===== src/design/rbei_pkg.sv =====
// shared types, codes and saturation helpers for the rigid body integrator
package rbei_pkg;

  localparam logic [2:0] FUNC_FORCE   = 3'd0;
  localparam logic [2:0] FUNC_GRAVITY = 3'd1;
  localparam logic [2:0] FUNC_STEP    = 3'd2;
  localparam logic [2:0] FUNC_SET_POS = 3'd3;
  localparam logic [2:0] FUNC_SET_VEL = 3'd4;

  localparam logic [2:0] CFG_MASS    = 3'd0;
  localparam logic [2:0] CFG_DYNAMIC = 3'd1;
  localparam logic [2:0] CFG_DAMPING = 3'd2;
  localparam logic [2:0] CFG_EPSILON = 3'd3;
  localparam logic [2:0] CFG_BOUND   = 3'd4;

  typedef enum logic [2:0] {
    OP_NOP,
    OP_FORCE,
    OP_GRAVITY,
    OP_STEP,
    OP_SET_POS,
    OP_SET_VEL
  } op_t;

  typedef struct packed {
    logic [30:0]        mass;
    logic               dynamic;
    logic [30:0]        damping;
    logic [15:0]        epsilon;
    logic signed [31:0] bound;
  } cfg_t;

  typedef struct packed {
    op_t                op;
    logic signed [31:0] vx;
    logic signed [31:0] vy;
    logic [30:0]        dt;
  } item_t;

  typedef struct packed {
    logic full;
    logic empty;
  } q_status_t;

  function automatic logic signed [31:0] sat32_49(input logic signed [48:0] v);
    if (v[48:31] == {18{v[48]}}) begin
      return v[31:0];
    end
    return v[48] ? 32'sh8000_0000 : 32'sh7fff_ffff;
  endfunction

  function automatic logic signed [31:0] qadd(input logic signed [31:0] a,
                                              input logic signed [31:0] b);
    logic signed [32:0] s;
    s = {a[31], a} + {b[31], b};
    if (s[32] != s[31]) begin
      return s[32] ? 32'sh8000_0000 : 32'sh7fff_ffff;
    end
    return s[31:0];
  endfunction

  // product shifted right by 16 with floor rounding, then saturated
  function automatic logic signed [31:0] qscale(input logic signed [63:0] p);
    return sat32_49({p[63], p[63:16]});
  endfunction

endpackage


===== src/design/rbei_back.sv =====
// back end: body state, shared multiplier, serial divider and result register
module rbei_back
  import rbei_pkg::*;
(
  input  logic               clk,
  input  logic               rst,
  input  cfg_t               cfg,
  input  logic               cfg_clear,
  input  item_t              q_item,
  input  q_status_t          q_status,
  output logic               q_pop,
  output logic               out_valid,
  input  logic               out_stall,
  output logic signed [31:0] pos_x,
  output logic signed [31:0] pos_y,
  output logic signed [31:0] vel_x,
  output logic signed [31:0] vel_y,
  output logic               position_changed,
  output logic               left_bounds,
  output logic               deletion_mark
);

  typedef enum logic [4:0] {
    S_IDLE   = 5'b00001,
    S_EXEC   = 5'b00010,
    S_DIV    = 5'b00100,
    S_STEP   = 5'b01000,
    S_FINISH = 5'b10000
  } state_t;

  state_t             state;
  op_t                op;
  logic signed [31:0] wvx, wvy;
  logic [30:0]        wdt;
  logic signed [31:0] px, py, vx, vy, ax, ay;
  logic               marked;
  logic signed [31:0] factor;
  logic signed [63:0] prod;
  logic signed [31:0] mul_a, mul_b;
  logic [5:0]         cnt;
  logic               comp;
  logic               neg;
  logic [31:0]        rem;
  logic [47:0]        quo;
  logic [31:0]        rem_sh;
  logic               ge;
  logic               left;
  logic               out_free;

  function automatic logic [31:0] mag32(input logic signed [31:0] v);
    return v[31] ? 32'(-v) : v;
  endfunction

  function automatic logic signed [31:0] sat_mag(input logic n, input logic [47:0] m);
    logic signed [48:0] v;
    v = $signed({1'b0, m});
    return sat32_49(n ? -v : v);
  endfunction

  assign q_pop    = (state == S_IDLE) && !q_status.empty;
  assign out_free = !out_valid || !out_stall;
  assign rem_sh   = {rem[30:0], quo[47]};
  assign ge       = rem_sh >= {1'b0, cfg.mass};
  assign left     = (op == OP_STEP) && (py > cfg.bound);

  always_comb begin
    case (cnt[2:0])
      3'd0: begin
        mul_a = $signed({1'b0, cfg.damping});
        mul_b = $signed({1'b0, wdt});
      end
      3'd1: begin
        mul_a = ax;
        mul_b = $signed({1'b0, wdt});
      end
      3'd2: begin
        mul_a = ay;
        mul_b = $signed({1'b0, wdt});
      end
      3'd3: begin
        mul_a = vx;
        mul_b = factor;
      end
      3'd4: begin
        mul_a = vy;
        mul_b = factor;
      end
      3'd5: begin
        mul_a = vx;
        mul_b = $signed({1'b0, wdt});
      end
      3'd6: begin
        mul_a = vy;
        mul_b = $signed({1'b0, wdt});
      end
      default: begin
        mul_a = '0;
        mul_b = '0;
      end
    endcase
  end

  always_ff @(posedge clk) begin
    prod <= mul_a * mul_b;
  end

  always_ff @(posedge clk) begin
    if (rst) begin
      state         <= S_IDLE;
      out_valid     <= 1'b0;
      deletion_mark <= 1'b0;
      marked        <= 1'b0;
      px            <= '0;
      py            <= '0;
      vx            <= '0;
      vy            <= '0;
      ax            <= '0;
      ay            <= '0;
      cnt           <= '0;
      comp          <= 1'b0;
    end else begin
      if ((state == S_FINISH) && out_free) begin
        out_valid <= 1'b1;
      end else if (out_valid && !out_stall) begin
        out_valid <= 1'b0;
      end
      unique case (state)
        S_IDLE: begin
          if (!q_status.empty) begin
            op    <= q_item.op;
            wvx   <= q_item.vx;
            wvy   <= q_item.vy;
            wdt   <= q_item.dt;
            state <= S_EXEC;
          end
        end
        S_EXEC: begin
          cnt <= '0;
          case (op)
            OP_FORCE: begin
              neg   <= wvx[31];
              quo   <= {mag32(wvx), 16'd0};
              rem   <= '0;
              comp  <= 1'b0;
              state <= S_DIV;
            end
            OP_GRAVITY: begin
              ax    <= qadd(ax, wvx);
              ay    <= qadd(ay, wvy);
              state <= S_FINISH;
            end
            OP_STEP: begin
              state <= S_STEP;
            end
            OP_SET_POS: begin
              px    <= wvx;
              py    <= wvy;
              state <= S_FINISH;
            end
            OP_SET_VEL: begin
              vx    <= wvx;
              vy    <= wvy;
              state <= S_FINISH;
            end
            default: state <= S_FINISH;
          endcase
        end
        S_DIV: begin
          if (cnt != 6'd48) begin
            rem <= ge ? rem_sh - {1'b0, cfg.mass} : rem_sh;
            quo <= {quo[46:0], ge};
            cnt <= cnt + 6'd1;
          end else if (!comp) begin
            ax   <= qadd(ax, sat_mag(neg, quo));
            neg  <= wvy[31];
            quo  <= {mag32(wvy), 16'd0};
            rem  <= '0;
            cnt  <= '0;
            comp <= 1'b1;
          end else begin
            ay    <= qadd(ay, sat_mag(neg, quo));
            state <= S_FINISH;
          end
        end
        S_STEP: begin
          cnt <= cnt + 6'd1;
          case (cnt[2:0])
            3'd1: factor <= sat32_49(49'sd65536 - $signed({1'b0, prod[63:16]}));
            3'd2: vx <= qadd(vx, qscale(prod));
            3'd3: vy <= qadd(vy, qscale(prod));
            3'd4: vx <= qscale(prod);
            3'd5: vy <= qscale(prod);
            3'd6: px <= qadd(px, qscale(prod));
            3'd7: begin
              py    <= qadd(py, qscale(prod));
              ax    <= '0;
              ay    <= '0;
              state <= S_FINISH;
            end
            default: ;
          endcase
        end
        S_FINISH: begin
          if (out_free) begin
            pos_x            <= px;
            pos_y            <= py;
            vel_x            <= vx;
            vel_y            <= vy;
            position_changed <= (op == OP_STEP) || (op == OP_SET_POS);
            left_bounds      <= left;
            deletion_mark    <= marked || left;
            marked           <= marked || left;
            state            <= S_IDLE;
          end
        end
        default: state <= S_IDLE;
      endcase
      if (cfg_clear) begin
        vx <= '0;
        vy <= '0;
        ax <= '0;
        ay <= '0;
      end
    end
  end

endmodule


===== config.mk =====
export PLATFORM = sky130hd
export DESIGN_NAME = rbei_back
export DESIGN_NICKNAME = d
export VERILOG_FILES = /design/src/design/rbei_pkg.sv /design/src/design/rbei_back.sv
export SDC_FILE = /design/constraint.sdc
export NUM_CORES = 2
export LEC_CHECK = 0
export BUFFER_PORTS_ARGS = -buffer_cell sky130_fd_sc_hd__buf_2
export CORE_MARGIN = 2
export CORE_UTILIZATION = 55
export CTS_BUF_LIST = sky130_fd_sc_hd__clkbuf_4 sky130_fd_sc_hd__clkbuf_8
export DETAILED_ROUTE_END_ITERATION = 10
export PLACE_DENSITY = 0.71
export SLEW_MARGIN = 20
export SYNTH_ARGS = -nofsm -noshare
export SYNTH_HDL_FRONTEND = slang
export SYNTH_SLANG_ARGS = --single-unit

===== constraint.sdc =====
create_clock -name clk -period 9.85 [get_ports clk]
set_input_delay 1.97 -clock clk [delete_from_list [all_inputs] [get_ports clk]]
set_output_delay 1.97 -clock clk [all_outputs]
set_load 0.005 [all_outputs]

Word-level counts from Yosys, hierarchy flattened
Cells that the tools add are included. W data, S select, Z words.

Add/sub/neg operators: 14. $mul: 1. Order comparisons: 2. Equal/unequal tests: 43. Multiplexer cells: 179. Bitwise operators: 2. Reductions and logical operators: 35.

Operators by type and width (count): $mux W32 (74); $pmux W32 S2 (7); $add A32 B32 Y33 (8); $pmux W32 S3 (2); $pmux W32 S5 (1); $mux W48 (3); $mux W31 (4); $pmux W48 S2 (1); $mux W1 (73); $mul A32 B32 Y64 (1); $neg A32 Y32 (2); $pmux W31 S2 (1); $mux W49 (1); $neg A48 Y49 (1); $sub A17 B48 Y49 const A (1); $eq A17 B17 Y1 (2); $ge A32 B31 Y1 (1); $gt A32 B32 Y1 (1); $sub A31 B31 Y31 (1); $mux W5 (5); $pmux W5 S5 (1); $reduce_and A3 Y1 (8); $reduce_and A5 Y1 (4); $eq A3 B3 Y1 const B (6); 30 further kinds (67).

Flip-flop bits (word level): 610. Bits of input ports: 215. Output and inout port bits: 133.

Longest topological paths before layout
Word-level depth: 24. Gate-level depth with buffers: 36.

Least setup slack after synthesis
OpenSTA, ideal clock, no wires.

Kind: in2reg. From: in rst. To: reg op[0] (enable). Arrival: 9.251 ns. Required time: 9.174 ns. Setup slack: -0.077 ns. Cell stages on the path: 4. Cells stage by stage: clkbuf_1 > clkbuf_1 > buf_1 > nor3_1.

Cells in the longest elaborated chain, start to end: 2.

Ends and longest elaborated chain: from (decl) (line rbei_back.sv:6) `input logic rst,`; $not A1 Y1 (no source line); $reduce_and A3 Y1 (no source line); to (signal assigned) (line rbei_back.sv:130) `op <= q_item.op;`; to (decl) (line rbei_back.sv:32) `op_t op;`.

Every way passes these cells. A chain may end at the register's enable or synchronous reset.

Worst setup path after layout
From: reg cnt[1]. To: reg prod[60].

Cells in the longest elaborated chain, start to end: 4. Elaborated cells between the ends (all ways): 14.

Ends and longest elaborated chain: from (decl) (line rbei_back.sv:40) `logic [5:0] cnt;`; from (signal assigned) (line rbei_back.sv:172) `cnt <= cnt + 6'd1;`; from (signal assigned) (line rbei_back.sv:186) `cnt <= cnt + 6'd1;`; $eq A3 B3 Y1 (tied with other cells) (line rbei_back.sv:67) `case (cnt[2:0])`; $reduce_or A5 Y1 (no source line) or $reduce_or A2 Y1 (tied branches); $pmux W32 S2 or $pmux W32 S5 (tied branches) (line rbei_back.sv:67); $mul A32 B32 Y64 (*) (line rbei_back.sv:104) `prod <= mul_a * mul_b;`; to (signal assigned) (line rbei_back.sv:104); to (decl) (line rbei_back.sv:38) `logic signed [63:0] prod;`.

Mark *: on every way between the ends. The rest lies on a longest branch, timed or not.

==> run summary <==
The proportion of synthesized flip-flops having asynchronous set or reset was 0. The routed layout has 71100 vias. STA classifies the critical path startpoint as a register. Setup violations remaining at the end of the flow were counted as 0. The pin count of the biggest net entering global routing is 72. In this run the cell area of the synthesized design comes to 78300 um^2.

After synthesis, the cell types taking the most area are sky130_fd_sc_hd__fa_1 28%, sky130_fd_sc_hd__edfxtp_1 13%, sky130_fd_sc_hd__ha_1 8.1%, sky130_fd_sc_hd__dfxtp_1 6.5%, sky130_fd_sc_hd__inv_1 5.5%. The initialized floorplan defines 138 standard-cell rows. The headroom to the max-slew limit is 0.237. The number of global-route vias before repair is 69600.

Clock tree synthesis inserted a total of 108 buffers. The initial antenna violation count is 21, and the number of setup buffers added after CTS is 0. After legalization and detailed placement, the total HPWL measured 243000 um. The first detailed-routing pass ran for 9 iterations.

The run gives 0 as the remaining routing DRC violations. The most used flip-flop cell after synthesis is sky130_fd_sc_hd__edfxtp_1. The part of the Yosys area used for sequential elements was 0.195; the average wire per standard cell was 26.6 um. The die is 381 um tall. In this run, synthesis inferred 340 flip-flops with an integrated enable. The most common cell after layout, fill and taps aside is sky130_fd_sc_hd__inv_1. Leaving out fill and tap cells, the most frequent cells in the layout are 1152 x sky130_fd_sc_hd__inv_1, 1089 x sky130_fd_sc_hd__fa_1, 1015 x sky130_fd_sc_hd__nand2_1. Global-route usage over all layers: 0.413. At the pin with the least slew margin, the transition time is 1.14 ns. The synthesized-area fraction occupied by xor and xnor cells was 0.0461. Among all stages on the critical path, the largest delay is contributed by sky130_fd_sc_hd__fa_1.

The first routing iteration left 9122 violations. Port buffering added 329 buffers. The number of max-slew violations in the final report was 0. The launch point of the worst reg-to-reg path is cnt[1]$_SDFFE_PP0P_. On the critical path the largest part of the delay comes from adder cells.

Arrival time of data at the critical path endpoint: 10.30 ns. The Yosys step of the flow raised 0 warnings. Counting the fill cells in the layout gives 12200. Worst min-delay path category: reg2reg.

The flow ran to the end, and the final reports show no timing, DRC or antenna violations. Counting every net in the synthesized netlist gives 10700. The tools report the number of hold-slack violations in the final timing report as 0. Data on the critical path is required at its endpoint by 10.59 ns. Largest area contributor in the synthesized netlist: sky130_fd_sc_hd__fa_1. During I/O placement, the number of pins put on the boundary was 348. The proportion of netlist area held by the largest area contributor came out at 0.279. The count of cells along the worst hold path is 2.

STA classifies the critical path endpoint as a register. The number of cells on the worst reg-to-reg path is 34. The remaining antenna violation count came out at 0. The startpoint identified for the worst hold timing path is marked$_SDFFE_PP0P_. TritonCTS built the clock tree. The multiplexer share of the synthesized area came out at 0.00757. The ratio of final minimum period to clock period works out to 0.971.

Routability-driven placement finished with a final weighted congestion of 1.05. The number of buffer and inverter instances along the worst setup path is 9, and the number of levels the H-tree was split into is 3. The largest single stage delay on the critical path is 0.58 ns. Of all nets on the critical path, the largest fanout is 30. Residual overflow from global routing: 0. The area fraction in compound gates after synthesis works out to 0.170. The final wirelength is 301000 um, and the floorplan core area is 141000 um^2. By startpoint and endpoint, the worst setup path is classified as reg2reg. The width of the chip works out to 381 um.

The number of cells produced by synthesis was 8836; the number of hold-repair buffers added at the cts stage was 0. The tools report the maximum buffer depth of the clock tree as 3. The later pin in the worst-skew pair is clocked with a latency of 0.90 ns. Setup repair after global routing left no endpoint under its margin. The post-synthesis share of cell area spent on and, or, nand and nor gates was 0.144; the setup slack of the most critical reg-to-reg path was 0.29 ns. Compared with the post-synthesis result, the final layout area differs by 11.9%. On the final layout, the worst clock skew is 0.0909 ns. Proportion of layout cells with a drive suffix above 1: 0.121. The reg-to-reg endpoint was prod[60]$_DFF_P_. The adder-cell share of the synthesized area came out at 0.360.

Worst hold endpoint: marked$_SDFFE_PP0P_. Dividing the detail-routed via count by the number of cells gives 6.27. The time the final worst path needs with I/O delays and setup is 9.56 ns, and the initial standard-cell utilization of the core is 0.554. Counting stages on the worst path, the most repeated cell is sky130_fd_sc_hd__fa_1. The tightest hold path in the finished design has a slack of 0.471 ns. After synthesis, the largest family of logic cells by area is adder cells.

The average instance in the mapped netlist occupies 8.87 um^2. The total clock sinks is 594, and the die outline area is 145000 um^2. The buffer cell driving the clock tree root was sky130_fd_sc_hd__clkbuf_8.

Clock-pin slew was measured on the worst setup and hold paths at 0.06 ns. The global-route wire length before repair was 444000 um; the number of unique standard cell types used by synthesis was 98. The final layout contains 11200 nets. The register bit count reported by yosys was 594. Static timing analysis puts the maximum clock frequency at 0.105 GHz.

The tool flagged a number of max-cap violations equal to 0.
## timing repair
action	CTS	global route
endpoints found under the setup margin	0	20
hold endpoints to repair	0	0
gates resized for setup	0	16
## how the worst max path moves through the flow
stage | startpoint | end | slack [ns] | depth (start not counted)
2_1_floorplan | cfg[77] | prod[62]$_DFF_P_ | 0.58 | 30
3_5_place_dp | cfg[55] | prod[59]$_DFF_P_ | -0.31 | 33
4_1_cts | cnt[0]$_SDFFE_PP0P_ | prod[63]$_DFF_P_ | 0.04 | 29
3_3_place_gp | cfg[55] | prod[59]$_DFF_P_ | -0.30 | 33
6_report | cnt[1]$_SDFFE_PP0P_ | prod[60]$_DFF_P_ | 0.29 | 34
5_1_grt | cnt[1]$_SDFFE_PP0P_ | prod[59]$_DFF_P_ | 0.01 | 36
## cells by family after synthesis
group / count (synthesis)
XOR/XNOR: 412
AO/OA/AOI/OAI: 2031
flip-flops: 594
adder cells (fa/ha/maj): 1602
multiplexers: 59
buffers and inverters: 1586
AND/OR/NAND/NOR: 2552
## cells in the mapped netlist (72+ instances only)
cell type,count
sky130_fd_sc_hd__inv_1,1154
sky130_fd_sc_hd__xor2_1,188
sky130_fd_sc_hd__nand2_1,1016
sky130_fd_sc_hd__o21a_1,75
sky130_fd_sc_hd__edfxtp_1,340
sky130_fd_sc_hd__ha_1,510
sky130_fd_sc_hd__nor3_1,98
sky130_fd_sc_hd__nand3_1,103
sky130_fd_sc_hd__dfxtp_1,254
sky130_fd_sc_hd__o211ai_1,72
sky130_fd_sc_hd__xnor2_1,224
sky130_fd_sc_hd__nor2_1,861
sky130_fd_sc_hd__fa_1,1090
sky130_fd_sc_hd__o21ai_0,428
sky130_fd_sc_hd__a21o_1,240
sky130_fd_sc_hd__a211oi_1,81
sky130_fd_sc_hd__a22oi_1,122
sky130_fd_sc_hd__a31oi_1,112
sky130_fd_sc_hd__a21oi_1,459
sky130_fd_sc_hd__clkbuf_1,379
## worst min-delay path, delay by kind of cell (launching register included)
kind                   cells  cell delay, ns
buffers and inverters      1            0.05
AOI/OAI and AO/OA          1            0.05
DFF                        1            0.32
## cell type report
class,instances,area [um^2],area share
multi-input cells,6656,57300,0.653
flip-flops and latches,594,15300,0.174
repair buffers,824,5970,0.0681
inverters,1155,4340,0.0495
well taps,1890,2360,0.0270
clock buffers,147,1860,0.0212
clock inverters,58,587,0.00669
diodes,4,10.0,0.000114
## registers in the layout, summed over array words and instances (netlist names), 32 cells and up
signal and cells:
px 32, vel_x 32, wvy 32, vy 32
py 32, ax 32, vel_y 32, pos_y 32
pos_x 32, wvx 32, vx 32, prod 48
ay 32, factor 32, quo 48
## metrics by stage
stage          cell area, um^2  setup slack, ns  instances   util  setup TNS, ns
2_1_floorplan            78300            0.582       8836      -              0
3_3_place_gp             85100           -0.301      11100  0.602          -2.28
3_5_place_dp             85200           -0.313      11100  0.602          -2.85
4_1_cts                  87600           0.0351      11300  0.619              0
5_1_grt                  87700           0.0121      11300  0.620              0
6_report                 87700            0.286      11300  0.620              0
## layer usage
layer,vias up,share of wire,GRT usage,wire length [um]
met2,4298,0.41,0.583,122000
li1,30800,-,-,-
met5,-,0.00074,0.00595,222
met4,16,0.067,0.222,20300
met3,879,0.14,0.130,41700
met1,35100,0.39,0.564,117000
Power is not shown: default switching activity piles up to over one toggle a cycle in this logic, so the estimate is an artifact.
