[src/design/rbei_pkg.sv]
// shared types, codes and saturation helpers for the rigid body integrator
package rbei_pkg;

  localparam logic [2:0] FUNC_FORCE   = 3'd0;
  localparam logic [2:0] FUNC_GRAVITY = 3'd1;
  localparam logic [2:0] FUNC_STEP    = 3'd2;
  localparam logic [2:0] FUNC_SET_POS = 3'd3;
  localparam logic [2:0] FUNC_SET_VEL = 3'd4;

  localparam logic [2:0] CFG_MASS    = 3'd0;
  localparam logic [2:0] CFG_DYNAMIC = 3'd1;
  localparam logic [2:0] CFG_DAMPING = 3'd2;
  localparam logic [2:0] CFG_EPSILON = 3'd3;
  localparam logic [2:0] CFG_BOUND   = 3'd4;

  typedef enum logic [2:0] {
    OP_NOP,
    OP_FORCE,
    OP_GRAVITY,
    OP_STEP,
    OP_SET_POS,
    OP_SET_VEL
  } op_t;

  typedef struct packed {
    logic [30:0]        mass;
    logic               dynamic;
    logic [30:0]        damping;
    logic [15:0]        epsilon;
    logic signed [31:0] bound;
  } cfg_t;

  typedef struct packed {
    op_t                op;
    logic signed [31:0] vx;
    logic signed [31:0] vy;
    logic [30:0]        dt;
  } item_t;

  typedef struct packed {
    logic full;
    logic empty;
  } q_status_t;

  function automatic logic signed [31:0] sat32_49(input logic signed [48:0] v);
    if (v[48:31] == {18{v[48]}}) begin
      return v[31:0];
    end
    return v[48] ? 32'sh8000_0000 : 32'sh7fff_ffff;
  endfunction

  function automatic logic signed [31:0] qadd(input logic signed [31:0] a,
                                              input logic signed [31:0] b);
    logic signed [32:0] s;
    s = {a[31], a} + {b[31], b};
    if (s[32] != s[31]) begin
      return s[32] ? 32'sh8000_0000 : 32'sh7fff_ffff;
    end
    return s[31:0];
  endfunction

  // product shifted right by 16 with floor rounding, then saturated
  function automatic logic signed [31:0] qscale(input logic signed [63:0] p);
    return sat32_49({p[63], p[63:16]});
  endfunction

endpackage

[src/design/rbei_front.sv]
// front end: takes items and classifies them into back-end operations
module rbei_front
  import rbei_pkg::*;
(
  input  logic               in_valid,
  output logic               in_stall,
  input  logic [2:0]         func,
  input  logic signed [31:0] value_x,
  input  logic signed [31:0] value_y,
  input  logic [30:0]        delta_time,
  input  cfg_t               cfg,
  input  q_status_t          q_status,
  output logic               q_push,
  output item_t              q_item
);

  logic can_push;

  assign can_push = cfg.dynamic && (cfg.mass != 31'd0) && (cfg.mass >= {15'd0, cfg.epsilon});

  always_comb begin
    q_item.vx = value_x;
    q_item.vy = value_y;
    q_item.dt = delta_time;
    unique case (func)
      FUNC_FORCE:   q_item.op = can_push ? OP_FORCE : OP_NOP;
      FUNC_GRAVITY: q_item.op = can_push ? OP_GRAVITY : OP_NOP;
      FUNC_STEP:    q_item.op = cfg.dynamic ? OP_STEP : OP_NOP;
      FUNC_SET_POS: q_item.op = OP_SET_POS;
      FUNC_SET_VEL: q_item.op = OP_SET_VEL;
      default:      q_item.op = OP_NOP;
    endcase
  end

  assign in_stall = q_status.full;
  assign q_push   = in_valid && !q_status.full;

endmodule

[config.mk]
export PLATFORM = sky130hd
export DESIGN_NAME = rbei_front
export DESIGN_NICKNAME = d
export VERILOG_FILES = /design/src/design/rbei_pkg.sv /design/src/design/rbei_front.sv
export SDC_FILE = /design/constraint.sdc
export NUM_CORES = 1
export LEC_CHECK = 0
export BUFFER_PORTS_ARGS = -buffer_cell sky130_fd_sc_hd__buf_2
export CAP_MARGIN = 5
export CELL_PAD_IN_SITES_DETAIL_PLACEMENT = 1
export CELL_PAD_IN_SITES_GLOBAL_PLACEMENT = 1
export CORE_AREA = 2 2 121 123
export DETAILED_ROUTE_END_ITERATION = 8
export DIE_AREA = 0 0 123 125
export GPL_ROUTABILITY_DRIVEN = 0
export PLACE_DENSITY = 0.74
export SETUP_SLACK_MARGIN = 0.1
export SLEW_MARGIN = 25
export SYNTH_ARGS = -nofsm -noshare
export SYNTH_HDL_FRONTEND = slang
export SYNTH_SLANG_ARGS = --single-unit
[constraint.sdc]
create_clock -name vclk -period 2.8
set_input_delay 0.56 -clock vclk [all_inputs]
set_output_delay 0.56 -clock vclk [all_outputs]
set_load 0.005 [all_outputs]
Word-level counts from Yosys, hierarchy flattened

Cells that the tools add are included.

Add/subtract/negate cells: 0
Multiply operators: 0
Div/mod/pow operators: 0
$lt $le $gt $ge: 1
Equal/unequal tests: 4
Shifts and indexed selects: 0
Multiplexer cells: 4
Bitwise operators: 0
Reduce and logical (&&, ||, !) cells: 6

Operators by type and width:

| cell                                                                  | number |
|---|---|
| 31-bit by 16-bit greater-or-equal comparator with 1-bit output        | 1 |
| 31-bit nonzero test                                                   | 1 |
| 3-bit one-hot mux with 5 select lines                                 | 1 |
| 3-bit by 2-bit equality test with 1-bit output, second input constant | 2 |
| 2-bit 2-to-1 mux                                                      | 2 |
| 3-bit by 1-bit equality test with 1-bit output, second input constant | 1 |
| 3-bit equality test, second input constant                            | 1 |
| 1-bit logical AND                                                     | 3 |
| 3-bit logical NOT                                                     | 1 |
| 1-bit logical NOT                                                     | 1 |
| 1-bit 2-to-1 mux                                                      | 1 |

Flip-flop bits (word level): 0
Bits in latches: 0
RAM bits: 0
ROM bits: 0
Memories kept: 0

Longest topological paths before layout

Gate-level depths: netlist (run 1).

Word-level depth: 5
Gate-level depth with buffers: 7
Gate-level depth less buffers: 7

Least setup slack after synthesis (run 1)

OpenSTA, ideal clock, no wires.

Path type: input to output
Start point: in cfg[36] (netlist bit)
End point: out q_item[95] (netlist bit)
Arrival: 1,795 ps
Path slack: 445 ps
Stages: 7
Buffers on the path: 0
Cell sequence: inv_1 -> ha_1 -> a211oi_1 -> nor2_1 -> o311a_2 -> o31ai_1 -> a221oi_1

RTL lines:

| element     | line             | text |
|---|---|---|
| from (decl) | rbei_front.sv:11 | `input cfg_t cfg,` |
| to (decl)   | rbei_front.sv:14 | `output item_t q_item` |

==> results of run 1 <==
[worst max-delay path by stage]
stage / slack [ns] / to
2_1_floorplan: 0.44 / q_item[95]
3_3_place_gp: 0.06 / q_item[95]
3_5_place_dp: -0.009 / q_item[95]
4_1_cts: 0.08 / q_item[96]
5_1_grt: 0.08 / q_item[95]
6_report: 0.15 / q_item[95]
[power groups by stage]
stage               clock network, W  logic (W)  registers [W]
detailed placement                 0   0.000116              0
global placement                   0   0.000112              0
floorplan                          0   0.000159              0
finish                             0   0.000142              0
CTS                                0   0.000120              0
global route                       0   0.000161              0
[layer usage]
| layer | share of wire | global-route usage | vias to the layer above |
|---|---|---|---|
| li1 | - | - | 442 |
| met1 | 0.31 | 0.0432 | 427 |
| met2 | 0.51 | 0.0897 | 67 |
| met5 | 0 | 0 | - |
| met4 | 0.074 | 0.0361 | 0 |
| met3 | 0.11 | 0.0114 | 48 |
[timing repair]
| action | CTS | global route |
|---|---|---|
| hold buffers | 0 | 0 |
| pin swaps | 5 | 16 |
| setup buffers | 2 | 0 |
| endpoints found under the setup margin | 2 | 2 |
| cloned | 0 | 0 |
| resized for setup | 7 | 30 |
[Yosys cell counts, drive strengths merged]
| cell type | count | share of area |
|---|---|---|
| o211a | 1 | 0.0077 |
| o21ai | 2 | 0.0077 |
| inv | 17 | 0.049 |
| a221oi | 1 | 0.0068 |
| or2 | 1 | 0.0048 |
| a211o | 1 | 0.0068 |
| nor3 | 2 | 0.0077 |
| nor4 | 7 | 0.045 |
| ha | 16 | 0.15 |
| and3 | 1 | 0.0048 |
| o31ai | 2 | 0.012 |
| o2bb2ai | 1 | 0.0068 |
| nand3b | 1 | 0.0058 |
| nand4 | 6 | 0.029 |
| and4 | 1 | 0.0068 |
| nor2b | 1 | 0.0048 |
| a21oi | 7 | 0.027 |
| a211oi | 1 | 0.0058 |
| nand2 | 5 | 0.014 |
| buf | 96 | 0.56 |
| o311a | 1 | 0.0087 |
| nor2 | 3 | 0.0087 |
| o22ai | 1 | 0.0048 |
| o21a | 1 | 0.0058 |
| nand2b | 2 | 0.0096 |
[critical path: stages]
cell and delay, ns:
buf_2 0.11, ha_1 0.30, nand2_1 0.08, nor3_2 0.04, buf_4 0.14, a211o_4 0.35, o31ai_4 0.27, a221oi_2 0.09
buf_2 0.14
[cell type report]
type,instances,share of cell area
Timing Repair Buffer,67,0.289
Inverter,17,0.0460
Multi-Input combinational cell,65,0.499
Tap cell,184,0.166
[per-stage QoR]
stage,TNS (ns),setup slack [ns],utilization,power [W]
2_1_floorplan,0,0.445,-,0.000159
3_3_place_gp,0,0.0568,0.0810,0.000112
6_report,0,0.154,0.0977,0.000142
5_1_grt,0,0.0821,0.0977,0.000161
3_5_place_dp,-0.00894,-0.00894,0.0810,0.000116
4_1_cts,0,0.0834,0.0847,0.000120
[cells by family after synthesis]
| group | Yosys count |
|---|---|
| AO/OA/AOI/OAI | 19 |
| AND/OR/NAND/NOR | 30 |
| buffers and inverters | 113 |
| adder cells (fa/ha/maj) | 16 |
==> results.py, run 1 <==
metrics = {
    "status": {
        "status": "finished clean",
    },
    "synthesis": {
        "synthAdderAreaFrac": 0.154,
        "synthCells": 178,
        "netlist_area_um2": 1300,
        "yosys.area_share.xor_xnor": 0,
        "yosysWarnings": 0,
        "synth_top_family_by_area": "buffers and inverters",
        "synth-compound-area-share": 0.0993,
        "syn_nets": 406,
        "synthMuxAreaShare": 0,
        "ys_seq_area_frac": 0,
        "avgSynthCellArea_um2": 7.29,
        "ys_types": 26,
        "synth-simple-area-share": 0.142,
    },
    "pwr": {
        "seqPwrFrac": 0,
        "net-switching-power_w": 0.0000671,
        "p_per_area_nw_per_um2": 102,
        "leakage_nw": 0.603,
        "pwr-share-comb": 1.000,
        "power.internal_w": 0.0000751,
        "swShare": 0.472,
        "ir_drop_mv": 0.0181,
        "pwr-share-clk": 0,
    },
    "global_routing": {
        "grt_pass1_vias": 1076,
        "antenna_found_initial": 0,
        "grt_max_degree": 6,
        "track_usage": 0.0478,
        "overflow": 0,
        "grt_pass1_wl_um": 5710,
    },
    "min_path": {
        "hold_start": "delta_time[10]",
        "whs_endpoint": "q_item[10]",
        "hold-path-cell-count": 0,
        "worstHoldPathType": "input pin to primary output",
    },
    "sta": {
        "max_freq_ghz": 0.378,
        "fin_crit_ns": 2.65,
        "hold_violations": 0,
        "rsz0062_at_grt": "yes",
        "worst_slew_pin_slew_ns": 0.412,
        "hold_slack_ns": 1.12,
        "setup_viol": 0,
        "fin_crit_sh": 0.945,
        "slew_headroom": 0.723,
        "slew_violations": 0,
    },
    "place": {
        "port-buffer-count": 58,
        "dp.cells": 331,
        "placed_area_um2": 1150,
        "post-dp-hpwl_um": 3710,
    },
    "finish": {
        "area_growth_pct": 6.94,
        "fillers": 1734,
        "nFlopsAndLatches": 0,
        "antenna_cells": 0,
        "final-seq-area_um2": 0,
        "layout_common_cells": "51 x buf_2, 13 x inv_1, 11 x ha_1",
        "drive_gt1_frac": 0.611,
        "final_common_cell": "buf_2",
        "clkbuf_count": 0,
        "stdcell_area_um2": 1390,
        "final-instance-count-excl-fill": 333,
        "multi_input_area_um2": 692,
        "final_nets": 379,
    },
    "route": {
        "dr.pass1.iters": 2,
        "finalWirelength_um": 4230,
        "drt_iter0_drc": 9,
        "vias": 984,
        "detail_route.vias_per_cell": 2.95,
        "drc": 0,
        "ant_nets": 0,
        "avgRoutedWirePerCell_um": 12.7,
    },
    "die": {
        "die_height_um": 125,
        "dieArea_um2": 15400,
        "io_pins": 312,
        "core_area_um2": 14200,
        "die_w_um": 123,
        "start_util": 0.0913,
        "rows": 44,
    },
    "worst_setup_path": {
        "endpoint_kind": "primary output",
        "worstPathArrival_ns": 2.09,
        "cp-start-kind": "input pin",
        "crit_type": "input pin to primary output",
        "crit_start": "cfg[88]",
        "cp_max_fo": 2,
        "cp.required_ns": 2.24,
    },
    "run": {
        "max_cap_viol_count": 0,
    },
}
(Power assumes the default switching activity.)
==> inputs of run 2 (changes only) <==
--- a/config.mk
+++ b/config.mk
@@ -9,11 +9,11 @@
 export CAP_MARGIN = 5
 export CELL_PAD_IN_SITES_DETAIL_PLACEMENT = 1
 export CELL_PAD_IN_SITES_GLOBAL_PLACEMENT = 1
-export CORE_AREA = 2 2 121 123
+export CORE_AREA = 5 5 117 119
 export DETAILED_ROUTE_END_ITERATION = 8
-export DIE_AREA = 0 0 123 125
+export DIE_AREA = 0 0 122 124
 export GPL_ROUTABILITY_DRIVEN = 0
-export PLACE_DENSITY = 0.74
+export PLACE_DENSITY = 0.81
 export SETUP_SLACK_MARGIN = 0.1
 export SLEW_MARGIN = 25
 export SYNTH_ARGS = -nofsm -noshare
==> run 2 against run 1 <==
First-iteration DRC count increased by 22%; global-route usage increased by 0.083 points; non-clock buffer count is 2 lower; design area down 3.9%; core utilization grew 0.93 points; critical endpoint is now q_item[96].
==> results.py, run 2 (synthesis gave the netlist of run 1 again) <==
metrics = {
    "finish": {
        "nFlopsAndLatches": 0,
        "fin_util": 0.107,
        "clkbuf_count": 0,
        "fillers": 1498,
        "multi_input_area_um2": 664,
        "final_common_cell": "buf_2",
        "layout_common_cells": "51 x buf_2, 12 x inv_1, 10 x ha_1",
        "final_nets": 377,
        "drive_gt1_frac": 0.605,
        "area_growth_pct": 2.80,
        "antenna_cells": 0,
        "final-seq-area_um2": 0,
    },
    "worst_setup_path": {
        "cpMostUsedCell": "buf_2",
        "cp_max_fo": 2,
        "crit_buf_inv": 4,
        "path_cells": "buf_2, inv_1, ha_1, nand4_1, nor2_1, a211o_1, o31ai_2, buf_4, a21oi_2, buf_2",
        "endpoint_kind": "primary output",
        "worstPathArrival_ns": 2.08,
        "cp-start-kind": "input pin",
        "critical_path.max_stage_delay_ns": 0.31,
        "crit_family": "compound AO/OA/AOI/OAI gates",
        "cp.required_ns": 2.24,
        "cp_slowest_cell": "ha_1",
        "crit_type": "input pin to primary output",
    },
    "place": {
        "port-buffer-count": 58,
        "post-dp-hpwl_um": 3790,
    },
    "route": {
        "drt_iter0_drc": 11,
        "finalWirelength_um": 4220,
        "vias": 959,
        "avgRoutedWirePerCell_um": 13.2,
        "detail_route.vias_per_cell": 3.01,
        "dr.pass1.iters": 3,
        "ant_nets": 0,
        "drc": 0,
    },
    "die": {
        "dieArea_um2": 15100,
        "io_pins": 312,
        "die_w_um": 122,
        "start_util": 0.104,
        "rows": 41,
        "core_area_um2": 12500,
        "die_height_um": 124,
    },
    "sta": {
        "max_freq_ghz": 0.379,
        "fin_crit_sh": 0.943,
        "hold_slack_ns": 1.12,
        "slew_headroom": 0.696,
        "rsz0062_at_grt": "yes",
        "fin_crit_ns": 2.64,
        "setup_viol": 0,
        "hold_violations": 0,
        "worst_slew_pin_slew_ns": 0.453,
        "fin_tns_setup_ns": 0,
        "slew_violations": 0,
    },
    "pwr": {
        "p_per_area_nw_per_um2": 112,
        "leakage_nw": 0.596,
        "ir_drop_mv": 0.0403,
    },
    "run": {
        "max_cap_viol_count": 0,
    },
    "global_routing": {
        "grt_pass1_wl_um": 5580,
        "grt_pass1_vias": 984,
        "grt_max_degree": 6,
        "track_usage": 0.0487,
        "overflow": 0,
        "antenna_found_initial": 3,
    },
    "min_path": {
        "worstHoldPathType": "input pin to primary output",
    },
    "status": {
        "status": "finished clean",
    },
}
[run 2: cell type report]
class / instances / share of cell area
Multi-Input combinational cell: 65 / 0.498
Timing Repair Buffer: 65 / 0.293
Tap cell: 172 / 0.161
Inverter: 17 / 0.0478
[run 2: power breakdown]
| part | total [W] | internal, W | switching, W |
|---|---|---|---|
| sequential | 0 | 0 | 0 |
| combinational | 0.000149 | 0.0000800 | 0.0000692 |
| clock | 0 | 0 | 0 |
| total | 0.000149 | 0.0000800 | 0.0000692 |
[run 2: path summary, 6_finish.rpt]
| kind | from | end | slack, ns | depth (start not counted) |
|---|---|---|---|---|
| max | cfg[38] | q_item[96] | 0.16 | 10 |
| min | delta_time[17] | q_item[17] | 1.12 | 0 |
[run 2: timing repair]
item,in CTS,in global routing
pin swaps,8,11
resized for setup,12,26
endpoints found under the setup margin,2,2
hold buffers,0,0
setup buffers,0,1
[run 2: layer usage]
| layer | vias up | part of all wire | global-route usage | routed length (um) |
|---|---|---|---|---|
| met5 | - | 0.011 | 0 | 47 |
| met4 | 6 | 0.056 | 0.0287 | 235 |
| met3 | 44 | 0.14 | 0.0259 | 602 |
| met2 | 71 | 0.44 | 0.0763 | 1850 |
| met1 | 397 | 0.35 | 0.0521 | 1480 |
| li1 | 441 | - | - | - |
[run 2: per-stage QoR]
step,instances,worst slack (ns),total power (W),instance area (um2)
after floorplan,178,0.445,0.000159,1300
after detailed placement,319,-0.0926,0.000118,1130
after global routing,319,0.0576,0.000167,1330
after CTS,318,0.0950,0.000130,1220
after global placement,319,-0.0393,0.000115,1130
final,319,0.159,0.000149,1330
==> inputs of run 3 (changes only) <==
--- a/config.mk
+++ b/config.mk
@@ -5,15 +5,16 @@
 export SDC_FILE = /design/constraint.sdc
 export NUM_CORES = 1
 export LEC_CHECK = 0
+export ABC_AREA = 1
 export BUFFER_PORTS_ARGS = -buffer_cell sky130_fd_sc_hd__buf_2
 export CAP_MARGIN = 5
 export CELL_PAD_IN_SITES_DETAIL_PLACEMENT = 1
 export CELL_PAD_IN_SITES_GLOBAL_PLACEMENT = 1
-export CORE_AREA = 5 5 117 119
+export CORE_AREA = 5 5 119 121
 export DETAILED_ROUTE_END_ITERATION = 8
-export DIE_AREA = 0 0 122 124
+export DIE_AREA = 0 0 124 126
 export GPL_ROUTABILITY_DRIVEN = 0
-export PLACE_DENSITY = 0.81
+export PLACE_DENSITY_LB_ADDON = 0.1
 export SETUP_SLACK_MARGIN = 0.1
 export SLEW_MARGIN = 25
 export SYNTH_ARGS = -nofsm -noshare
==> run 3 against run 2 <==
Clock-buffer cell count unchanged; combinational power down 15%; design area shrank 8.4%; final cell count rose by 17%; non-clock buffer count is 7 lower; synthesized area up 10%; fmax is 8.2% higher; first-iteration DRC count shrank 45%; sequential cell count stayed put; worst setup slack better by 0.20 ns; die area rose by 3.3%; critical path type unchanged; largest cell class unchanged; highest routed layer is now met4.
==> results.py, run 3 <==
metrics = {
    "status": {
        "status": "finished clean",
    },
    "pwr": {
        "ir_drop_mv": 0.0150,
        "pwr-share-clk": 0,
        "seqPwrFrac": 0,
        "pwr-share-comb": 1.000,
        "p_per_area_nw_per_um2": 103,
        "finalPower_w": 0.000126,
        "leakage_nw": 0.712,
        "swShare": 0.515,
        "power.internal_w": 0.0000609,
        "net-switching-power_w": 0.0000646,
    },
    "worst_setup_path": {
        "cp.required_ns": 2.24,
        "endpoint_kind": "primary output",
        "critical_path.max_stage_delay_ns": 0.29,
        "cp_slowest_cell": "ha_1",
        "crit_type": "input pin to primary output",
        "cp_max_fo": 2,
        "cpMostUsedCell": "nand2_1",
        "crit_buf_inv": 3,
        "path_cells": "buf_2, inv_1, ha_1, nand2_1, nor2_2, nand3_1, o21ai_1, nor2_1, nand2_1, nand3_1, nand2_1, buf_2",
        "worstPathArrival_ns": 1.88,
        "cp-start-kind": "input pin",
        "crit_family": "simple AND/OR/NAND/NOR gates",
    },
    "global_routing": {
        "track_usage": 0.0419,
        "grt_pass1_wl_um": 5500,
        "grt_pass1_vias": 1223,
        "antenna_found_initial": 0,
        "grt_max_degree": 6,
        "overflow": 0,
    },
    "finish": {
        "final_common_cell": "buf_2",
        "layout_common_cells": "58 x buf_2, 42 x nand2_1, 35 x inv_1",
        "final-seq-area_um2": 0,
        "stdcell_area_um2": 1220,
        "area_growth_pct": -14.5,
        "drive_gt1_frac": 0.308,
        "clkbuf_count": 0,
        "antenna_cells": 0,
        "nFlopsAndLatches": 0,
        "final_nets": 428,
        "final-instance-count-excl-fill": 374,
    },
    "sta": {
        "fin_tns_setup_ns": 0,
        "slew_violations": 0,
        "worst_slew_pin_slew_ns": 0.238,
        "fin_crit_ns": 2.44,
        "hold_violations": 0,
        "hold_slack_ns": 1.12,
        "rsz0062_at_grt": "no",
        "setup_viol": 0,
        "max_freq_ghz": 0.410,
        "fin_crit_sh": 0.872,
        "slew_headroom": 0.840,
    },
    "route": {
        "vias": 1058,
        "drt_iter0_drc": 6,
        "detail_route.vias_per_cell": 2.83,
        "ant_nets": 0,
        "dr.pass1.iters": 2,
        "finalWirelength_um": 3510,
        "drc": 0,
        "avgRoutedWirePerCell_um": 9.38,
    },
    "synthesis": {
        "netlist_area_um2": 1430,
        "yosysMostFrequentCell": "buf_4",
        "synth_largest_area_cell": "buf_4",
        "ys_top_cells_by_area": "buf_4 50%, ha_1 14%, nand2_1 11%, inv_1 9.2%, nor2_1 6.6%",
        "avgSynthCellArea_um2": 6.05,
        "yosysWarnings": 0,
        "synthCells": 236,
        "ys_seq_area_frac": 0,
        "ys_types": 15,
        "yosysTopAreaCellShare": 0.504,
        "syn_nets": 464,
        "netlist_top_cells_count": "96 x buf_4, 42 x nand2_1, 35 x inv_1",
    },
    "die": {
        "die_height_um": 126,
        "rows": 42,
        "die_w_um": 124,
        "dieArea_um2": 15600,
        "start_util": 0.110,
        "io_pins": 312,
        "core_area_um2": 13000,
    },
    "place": {
        "port-buffer-count": 58,
        "post-dp-hpwl_um": 3350,
        "placed_area_um2": 1220,
        "dp.cells": 374,
    },
    "min_path": {
        "hold-path-cell-count": 0,
        "hold_start": "delta_time[12]",
        "worstHoldPathType": "input pin to primary output",
        "whs_endpoint": "q_item[12]",
    },
    "run": {
        "max_cap_viol_count": 0,
    },
}
run 3: worst max-delay path by stage:
stage,startpoint,end,slack [ns],cells after the start
after floorplan,cfg[46],q_item[95],0.75,12
after global placement,cfg[46],q_item[95],0.24,14
after detailed placement,cfg[46],q_item[96],0.24,14
after CTS,cfg[46],q_item[96],0.23,14
after global routing,cfg[46],q_item[96],0.12,14
final,cfg[46],q_item[96],0.36,12
run 3: layout make-up:
class,instances,area (um2)
repair buffers,58,290
well taps,176,220
multi-input cells,105,579
inverters,35,131
fillers,1635,11800
run 3: metrics by stage:
step | setup slack (ns) | utilization
5_1_grt | 0.122 | 0.0941
3_5_place_dp | 0.241 | 0.0939
3_3_place_gp | 0.239 | 0.0939
6_report | 0.360 | 0.0941
4_1_cts | 0.228 | 0.0939
2_1_floorplan | 0.747 | -
run 3: layer usage:
metal  wire length [um]  GRT usage
met5                  0          0
met4                122     0.0187
met3                388    0.00897
met2               1500     0.0684
met1               1500     0.0525
run 3: logic make-up after synthesis:
family / count (synthesis) / synth area share
adders and majority gates: 16 / 0.140
and+or+nand+nor: 83 / 0.243
buffers and inverters: 131 / 0.596
AOI/OAI and AO/OA: 6 / 0.0210
run 3: power groups by stage:
stage | combinational [W] | sequential, W | clock [W]
global placement | 0.000132 | 0 | 0
global route | 0.000152 | 0 | 0
detailed placement | 0.000132 | 0 | 0
CTS | 0.000132 | 0 | 0
finish | 0.000126 | 0 | 0
floorplan | 0.000173 | 0 | 0
run 3: timing repair:
item	4_1_cts	5_1_grt
hold buffers	0	0
buffers inserted	0	0
gates resized for setup	0	1
setup endpoints to repair	0	2
